<file path="src/hdl/assert_macros.svh">
// ---------------------------------------------------------------------------
// assert_macros.svh
// Concurrent assertion wrappers; define NO_ASSERTIONS to compile them out.
// ---------------------------------------------------------------------------
`ifndef ASSERT_MACROS_SVH
`define ASSERT_MACROS_SVH

`ifndef NO_ASSERTIONS

// Property that must hold in the same cycle
`define ASSERT_AT(lbl, clk, rst, prop) \
  lbl: assert property (@(posedge clk) disable iff (rst) (prop)) \
    else $error("assertion failed");

// Condition that must be followed by a consequence in the next cycle
`define ASSERT_NEXT(lbl, clk, rst, cond, cons) \
  lbl: assert property (@(posedge clk) disable iff (rst) (cond) |=> (cons)) \
    else $error("assertion failed");

`else

`define ASSERT_AT(lbl, clk, rst, prop)
`define ASSERT_NEXT(lbl, clk, rst, cond, cons)

`endif

`endif

</file>
<file path="src/hdl/lrd_pkg.sv">
// ---------------------------------------------------------------------------
// lrd_pkg
// Shared types and constants of the random range draw block.
// ---------------------------------------------------------------------------
package lrd_pkg;

  // Request codes
  localparam logic [1:0] REQ_RAW    = 2'd0;
  localparam logic [1:0] REQ_RANGE  = 2'd1;
  localparam logic [1:0] REQ_RESEED = 2'd2;

  // Register indexes
  localparam logic CFG_MULTIPLIER = 1'b0;
  localparam logic CFG_MODULUS    = 1'b1;

  // Register reset values
  localparam logic [30:0] MULT_RESET = 31'd1001;
  localparam logic [30:0] MOD_RESET  = 31'd337357757;

  // Serial step counts, as last count value
  localparam logic [4:0] MUL_LAST = 5'd30;
  localparam logic [4:0] DIV_LAST = 5'd31;

  // Sequencer states
  typedef enum logic [2:0] {
    ST_IDLE,
    ST_MUL,
    ST_SETUP1,
    ST_DIV1,
    ST_SETUP2,
    ST_DIV2,
    ST_ADD,
    ST_FINISH
  } state_t;

endpackage

</file>
<file path="src/hdl/lrd_if.sv">
// ---------------------------------------------------------------------------
// lrd_req_if / lrd_res_if
// Valid/ready channels for draw requests and draw results.
// ---------------------------------------------------------------------------
interface lrd_req_if;
  logic               valid;
  logic               ready;
  logic        [1:0]  req_type;
  logic signed [31:0] range_min;
  logic signed [31:0] range_max;

  modport source (output valid, output req_type, output range_min, output range_max,
                  input ready);
  modport sink   (input valid, input req_type, input range_min, input range_max,
                  output ready);
endinterface

interface lrd_res_if;
  logic               valid;
  logic               ready;
  logic signed [31:0] value;

  modport source (output valid, output value, input ready);
  modport sink   (input valid, input value, output ready);
endinterface

</file>
<file path="src/hdl/lcg_random_range_draw.sv">
// ---------------------------------------------------------------------------
// lcg_random_range_draw
// Linear congruential generator with raw, ranged and reseed requests.
// ---------------------------------------------------------------------------
// One request is in work at a time; a new one is taken as soon as the
// sequencer is back in idle, even while the previous result still waits on
// the result channel. A raw draw runs the shift-add multiplier (one
// multiplier bit a cycle), the restoring divider for the modulus step (one
// quotient bit a cycle) and the setup and handoff states between them. A
// ranged draw whose maximum lies above its minimum adds a second pass of
// the same divider and an add state for the fold into the range; a ranged
// draw whose maximum is not above its minimum skips that pass and returns
// the range minimum. A zero modulus skips the first divider pass. Reseed
// and unused request codes go straight to the finish state. A stalled
// result channel adds the stall cycles once a finished result finds the
// output register still full. Configuration writes take effect at once and
// are expected only while no request is in work.
module lcg_random_range_draw (
  input  logic              clk,
  input  logic              rst,
  lrd_req_if.sink           req,
  lrd_res_if.source         res,
  input  logic              cfg_we,
  input  logic              cfg_index,
  input  logic       [30:0] cfg_data
);
  import lrd_pkg::*;

  state_t state, state_next;

  // configuration and generator state
  logic [30:0] multiplier;
  logic [30:0] modulus;
  logic [31:0] seed;

  // request holding
  logic        [1:0]  req_kind;
  logic signed [31:0] lo;
  logic signed [31:0] hi;

  // serial datapath
  logic [4:0]  cnt;
  logic [31:0] acc;
  logic [31:0] xsh;
  logic [30:0] mcand;
  logic        neg;
  logic [31:0] dq;
  logic [32:0] rem;
  logic [32:0] dvsr;
  logic [31:0] res_hold;

  // output register
  logic        out_valid;
  logic [31:0] out_value;

  // combinational helpers
  logic        accept;
  logic        out_free;
  logic [31:0] mag;
  logic [33:0] div_trial;
  logic [33:0] div_diff;
  logic        div_ge;
  logic [32:0] span;
  logic [32:0] rem_step;

  assign accept    = req.valid && req.ready;
  assign out_free  = !out_valid || res.ready;
  assign mag       = acc[31] ? (~acc + 32'd1) : acc;
  assign div_trial = {rem, dq[31]};
  assign div_diff  = div_trial - {1'b0, dvsr};
  assign div_ge    = div_trial >= {1'b0, dvsr};
  assign rem_step  = div_ge ? div_diff[32:0] : div_trial[32:0];
  assign span      = {hi[31], hi} - {lo[31], lo} + 33'd1;

  assign req.ready = (state == ST_IDLE);
  assign res.valid = out_valid;
  assign res.value = out_value;

  // state register
  always_ff @(posedge clk) begin
    if (rst) begin
      state <= ST_IDLE;
    end else begin
      state <= state_next;
    end
  end

  // next state
  always_comb begin
    state_next = state;
    unique case (state)
      ST_IDLE: begin
        if (accept) begin
          if (req.req_type == REQ_RAW || req.req_type == REQ_RANGE) begin
            state_next = ST_MUL;
          end else begin
            state_next = ST_FINISH;
          end
        end
      end
      ST_MUL: begin
        if (cnt == 5'd0) state_next = ST_SETUP1;
      end
      ST_SETUP1: begin
        state_next = (modulus == 31'd0) ? ST_SETUP2 : ST_DIV1;
      end
      ST_DIV1: begin
        if (cnt == 5'd0) state_next = ST_SETUP2;
      end
      ST_SETUP2: begin
        if (req_kind == REQ_RANGE && hi > lo) begin
          state_next = ST_DIV2;
        end else begin
          state_next = ST_FINISH;
        end
      end
      ST_DIV2: begin
        if (cnt == 5'd0) state_next = ST_ADD;
      end
      ST_ADD: begin
        state_next = ST_FINISH;
      end
      ST_FINISH: begin
        if (out_free) state_next = ST_IDLE;
      end
      default: begin
        state_next = ST_IDLE;
      end
    endcase
  end

  // configuration registers and seed
  always_ff @(posedge clk) begin
    if (rst) begin
      multiplier <= MULT_RESET;
      modulus    <= MOD_RESET;
      seed       <= 32'd0;
    end else begin
      if (cfg_we) begin
        unique case (cfg_index)
          CFG_MULTIPLIER: multiplier <= cfg_data;
          CFG_MODULUS:    modulus    <= cfg_data;
          default:        ;
        endcase
      end
      if (accept && req.req_type == REQ_RESEED) begin
        seed <= 32'd0;
      end else if (state == ST_SETUP2) begin
        seed <= neg ? (~rem[31:0] + 32'd1) : rem[31:0];
      end
    end
  end

  // serial multiply, divide and result datapath
  always_ff @(posedge clk) begin
    unique case (state)
      ST_IDLE: begin
        if (accept) begin
          req_kind <= req.req_type;
          lo       <= req.range_min;
          hi       <= req.range_max;
          acc      <= 32'd0;
          xsh      <= seed + 32'd2;
          mcand    <= multiplier;
          cnt      <= MUL_LAST;
          res_hold <= 32'd0;
        end
      end
      ST_MUL: begin
        if (mcand[0]) acc <= acc + xsh;
        xsh   <= {xsh[30:0], 1'b0};
        mcand <= {1'b0, mcand[30:1]};
        cnt   <= cnt - 5'd1;
      end
      ST_SETUP1: begin
        neg  <= acc[31];
        dq   <= mag;
        dvsr <= {2'b00, modulus};
        cnt  <= DIV_LAST;
        // zero modulus: the magnitude itself is the remainder
        rem  <= (modulus == 31'd0) ? {1'b0, mag} : 33'd0;
      end
      ST_DIV1, ST_DIV2: begin
        rem <= rem_step;
        dq  <= {dq[30:0], 1'b0};
        cnt <= cnt - 5'd1;
      end
      ST_SETUP2: begin
        // raw magnitude sits in rem
        if (req_kind == REQ_RANGE) begin
          res_hold <= lo;
        end else begin
          res_hold <= rem[31:0];
        end
        dq   <= rem[31:0];
        dvsr <= span;
        rem  <= 33'd0;
        cnt  <= DIV_LAST;
      end
      ST_ADD: begin
        res_hold <= lo + rem[31:0];
      end
      ST_FINISH: begin
        if (out_free) out_value <= res_hold;
      end
      default: ;
    endcase
  end

  // output register valid
  always_ff @(posedge clk) begin
    if (rst) begin
      out_valid <= 1'b0;
    end else if (state == ST_FINISH && out_free) begin
      out_valid <= 1'b1;
    end else if (res.ready) begin
      out_valid <= 1'b0;
    end
  end

`include "assert_macros.svh"

  // a draw request starts the multiplier
  `ASSERT_NEXT(a_draw_starts_mul, clk, rst,
    accept && (req.req_type == REQ_RAW || req.req_type == REQ_RANGE), state == ST_MUL)
  // divider remainder stays below the divisor
  `ASSERT_AT(a_rem_below_dvsr, clk, rst,
    !(state == ST_DIV1 || state == ST_DIV2) || (rem < dvsr))
  // reseed clears the seed
  `ASSERT_NEXT(a_reseed_clears, clk, rst,
    accept && req.req_type == REQ_RESEED, seed == 32'd0)
  // leaving finish presents a result
  `ASSERT_NEXT(a_finish_presents, clk, rst,
    state == ST_FINISH && out_free, res.valid)

endmodule
</file>
<file path="src/flat_wrapper.sv">
// flat-port wrapper written by rule: the top's interface ports become plain ports
module lcg_random_range_draw_flat import lrd_pkg::*;
  (clk, rst, cfg_we, cfg_index, cfg_data, req_valid, req_req_type, req_range_min, req_range_max, req_ready, res_valid, res_value, res_ready);
  lrd_req_if req_i ();
  lrd_res_if res_i ();
  input  logic clk;
  input  logic rst;
  input  logic cfg_we;
  input  logic cfg_index;
  input  logic       [30:0] cfg_data;
  input wire logic [$bits(req_i.valid)-1:0] req_valid;
  input wire logic [$bits(req_i.req_type)-1:0] req_req_type;
  input wire logic [$bits(req_i.range_min)-1:0] req_range_min;
  input wire logic [$bits(req_i.range_max)-1:0] req_range_max;
  output wire logic [$bits(req_i.ready)-1:0] req_ready;
  output wire logic [$bits(res_i.valid)-1:0] res_valid;
  output wire logic [$bits(res_i.value)-1:0] res_value;
  input wire logic [$bits(res_i.ready)-1:0] res_ready;
  assign req_i.valid = req_valid;
  assign req_i.req_type = req_req_type;
  assign req_i.range_min = req_range_min;
  assign req_i.range_max = req_range_max;
  assign req_ready = req_i.ready;
  assign res_valid = res_i.valid;
  assign res_value = res_i.value;
  assign res_i.ready = res_ready;
  lcg_random_range_draw u_core (.clk(clk), .rst(rst), .req(req_i), .res(res_i), .cfg_we(cfg_we), .cfg_index(cfg_index), .cfg_data(cfg_data));
endmodule
</file>
<file path="config.mk">
export PLATFORM = sky130hd
export DESIGN_NAME = lcg_random_range_draw_flat
export DESIGN_NICKNAME = d
export VERILOG_FILES = /design/src/hdl/lrd_pkg.sv /design/src/hdl/lrd_if.sv /design/src/hdl/lcg_random_range_draw.sv /design/src/flat_wrapper.sv
export VERILOG_INCLUDE_DIRS = /design/src /design/src/hdl
export SDC_FILE = /design/constraint.sdc
export NUM_CORES = 1
export LEC_CHECK = 0
export BUFFER_PORTS_ARGS = -buffer_cell sky130_fd_sc_hd__buf_2
export CAP_MARGIN = 10
export CORE_MARGIN = 2
export CORE_UTILIZATION = 30
export DETAILED_ROUTE_END_ITERATION = 12
export REMOVE_ABC_BUFFERS = 1
export SLEW_MARGIN = 0
export SYNTH_ARGS = -nofsm -noshare
export SYNTH_HDL_FRONTEND = slang
export SYNTH_SLANG_ARGS = --single-unit
export TNS_END_PERCENT = 50
</file>
<file path="constraint.sdc">
create_clock -name clk -period 10.4 [get_ports clk]
set_clock_uncertainty 0.2 [all_clocks]
set_input_delay 0.52 -clock clk [delete_from_list [all_inputs] [get_ports clk]]
set_output_delay 0.52 -clock clk [all_outputs]
set_load 0.01 [all_outputs]
</file>
==> out/metrics.yaml <==
hold_path.class: "input pin to flop"
grt.overflow.total: 0
worstMarginPinSlew_ps: 1110
core_area_um2: 84900
ys_warn_count: 0
htreeDepth: 2
clock-sinks: 427
rr_worst_depth: 15
final_area_um2: 30100
path_class: "flop to flop"
wl_mm: 70.1
portBuffers: 136
holdWs_ps: 159
instances_no_fill: 3985
slowest_stage: "o41ai_4"
dp_slack_ps: 5810
synthTopCellsByArea: "edfxtp_1, ha_1, dfxtp_1"
clk_latency_ps: 600
netlist-cell-type-count: 71
drtIter0Drc: 1597
gp_congestion: 0.915
p_leak_nw: 11.8
netlist_area_um2: 25600
num_vias: 20146
clk_pin_slew_ps: 60
post_synth_inst_count: 2609
total_power_mw: 9.85
hold_violations: 0
placed_cells: 3800
hold_depth: 3
grt_pass1_vias: 19553
seq_area_frac_synth_pct: 46.3
worstSetupEndpointType: "flop"
ant_nets: 0
post-dp-hpwl_mm: 51.9
tritoncts: "yes"
routed_via_density: 5.06
vdd_drop_max_uv: 168
synth_top_area_share_pct: 38.6
yosysMostFrequentCell: "nand2_1"
relSlewSlack_pct: 25.7
async_flop_share_pct: 0
synth_top_area_cell: "edfxtp_1"
dr.pass1.iters: 6
ys.flop_type: "edfxtp_1"
die_y_um: 296
crit_arrival_ps: 4780
tns_ps: 0
fin_crit_sh_pct: 44.8
fin_crit_ps: 4660
initial_utilization_pct: 30.2
drc: 0
ios: 137
rsz0062_at_grt: "no"
status: "finished clean"
cap_viol_max_count: 0
post_drt_wl_per_cell_um: 17.6
synth_edf_count: 329
power_density_nw_per_um2: 328
ys_ff_latch: 427
cts_root_buffer: "clkbuf_16"
critPathMaxStageDelay_ps: 660
finalMaxSlewViolations: 0
dieArea_um2: 87700
worstPathCellList: "inv_1, ha_1, inv_1, fa_1, a211oi_1, o21ai_0, and2_1, a311o_1, o21ai_4, a21oi_2, o41ai_4, and2_1, buf_4, nand2b_1, o21ai_0"
nets: 3088
worstSetupStartpointType: "flop"
ctsLongestPathBuffers: 3
fp-row-count: 107
grt_pass1_wl_mm: 110
finalSetupViolCount: 0
cts_buffers: 45
grt_max_degree: 89
die_x_um: 296
fmax_ghz: 0.215
grt_usage_pct: 15.9
utilization_pct: 35.4
antenna_found_initial: 5
setup_slack_ps: 5740
detailed_place.area_um2: 27500
path_max_fanout: 39
synthToLayoutAreaGrowth_pct: 17.5
drive_gt1_share_pct: 9.51
synth_commonest_cells: "nand2_1, edfxtp_1, a21oi_1"
syn_avg_cell_area_um2: 9.81
required_ps: 10520
cells by family (layout without fill, tap and decap cells):
| kind of cell | after synthesis | after routing | share of synthesized area [%] |
|---|---|---|---|
| AOI/OAI and AO/OA | 682 | 682 | 16.9 |
| xor gates and xnor gates | 182 | 182 | 6.23 |
| adders and majority gates | 184 | 184 | 9.55 |
| buffers and inverters | 234 | 463 | 3.58 |
| DFF | 427 | 427 | 46.3 |
| muxes | 58 | 58 | 2.27 |
| other | 0 | 3 | 0 |
| and+or+nand+nor | 842 | 842 | 15.2 |
power by group:
part	internal (mW)	switching, mW	leakage (nW)
clock network	1.00	0.710	0.775
logic	1.91	2.98	7.10
registers	2.73	0.528	3.94
state kept, by name (all words and copies together) (netlist names), 2 cells and up:
register / cells
u_core.multiplier: 31
u_core.state: 3
u_core.xsh: 32
u_core.hi: 32
u_core.cnt: 5
u_core.dq: 32
u_core.res.value: 32
u_core.rem: 33
u_core.modulus: 31
u_core.dvsr: 33
u_core.req_kind: 2
u_core.lo: 32
u_core.res_hold: 32
u_core.mcand: 31
u_core.seed: 32
u_core.acc: 32
cell type report:
class | count | area [um2]
tap | 1144 | 1430
fill | 8576 | 54800
clock buffer | 63 | 1360
antenna | 3 | 7.51
sequential | 427 | 11800
timing repair buffer | 258 | 1860
multi-input combinational | 1948 | 12900
clock inverter | 21 | 223
inverter | 121 | 454
timing repair:
item,in CTS,in global routing
hold buffers,97,0
hold endpoints to repair,127,0
setup buffers,0,0
resized for setup,0,0
routing by layer:
layer | GRT usage (%) | wire (um) | up-vias
met5 | 0 | 0 | -
met4 | 3.79 | 1190 | 0
met3 | 2.12 | 4240 | 74
met2 | 25.3 | 31600 | 577
met1 | 22.7 | 33100 | 9611
li1 | - | - | 9884
cells in the final DEF, fill, tap and decap left out, types with 23 or more instances in the layout:
master | Yosys | layout
dlygate4sd3_1 | 0 | 97
a22oi_1 | 27 | 27
ha_1 | 165 | 165
edfxtp_1 | 329 | 329
nor2b_1 | 26 | 23
dfxtp_1 | 98 | 98
mux2i_1 | 58 | 58
xor2_1 | 109 | 108
xnor2_1 | 73 | 73
nand4_1 | 26 | 26
nor3_1 | 38 | 37
nand2b_1 | 25 | 25
a211oi_1 | 38 | 38
buf_4 | 0 | 24
clkbuf_16 | 0 | 51
nand2_1 | 399 | 397
o22ai_1 | 38 | 38
o21a_1 | 26 | 26
o21ai_0 | 170 | 170
a21oi_1 | 175 | 175
a31oi_1 | 27 | 27
nor2_1 | 156 | 155
nand3_1 | 38 | 38
nand3b_1 | 25 | 25
inv_1 | 120 | 119
buf_2 | 2 | 136
a21o_1 | 58 | 58
critical path, delay by kind of cell, from the launching register on:
family                   cells  cell delay, ps
flip-flops                   1             390
adder cells (fa/ha/maj)      2             560
buffers and inverters        3             580
AND/OR/NAND/NOR              3             720
AO/OA/AOI/OAI                7            1920
worst paths after layout:
kind / slack [ps] / start / endpoint
setup / recovery: 5740 / u_core.dq[31]$_DFFE_PP_ / u_core.rem[17]$_DFFE_PP_
setup reg to reg: 5740 / u_core.dq[31]$_DFFE_PP_ / u_core.rem[17]$_DFFE_PP_
hold / removal: 160 / res_ready / u_core.res.valid$_SDFFE_PP0P_
hold reg to reg: 220 / u_core.res_hold[28]$_DFFE_PP_ / u_core.res.value[28]$_DFFE_PP_
Power figures use the tool's default switching activity.
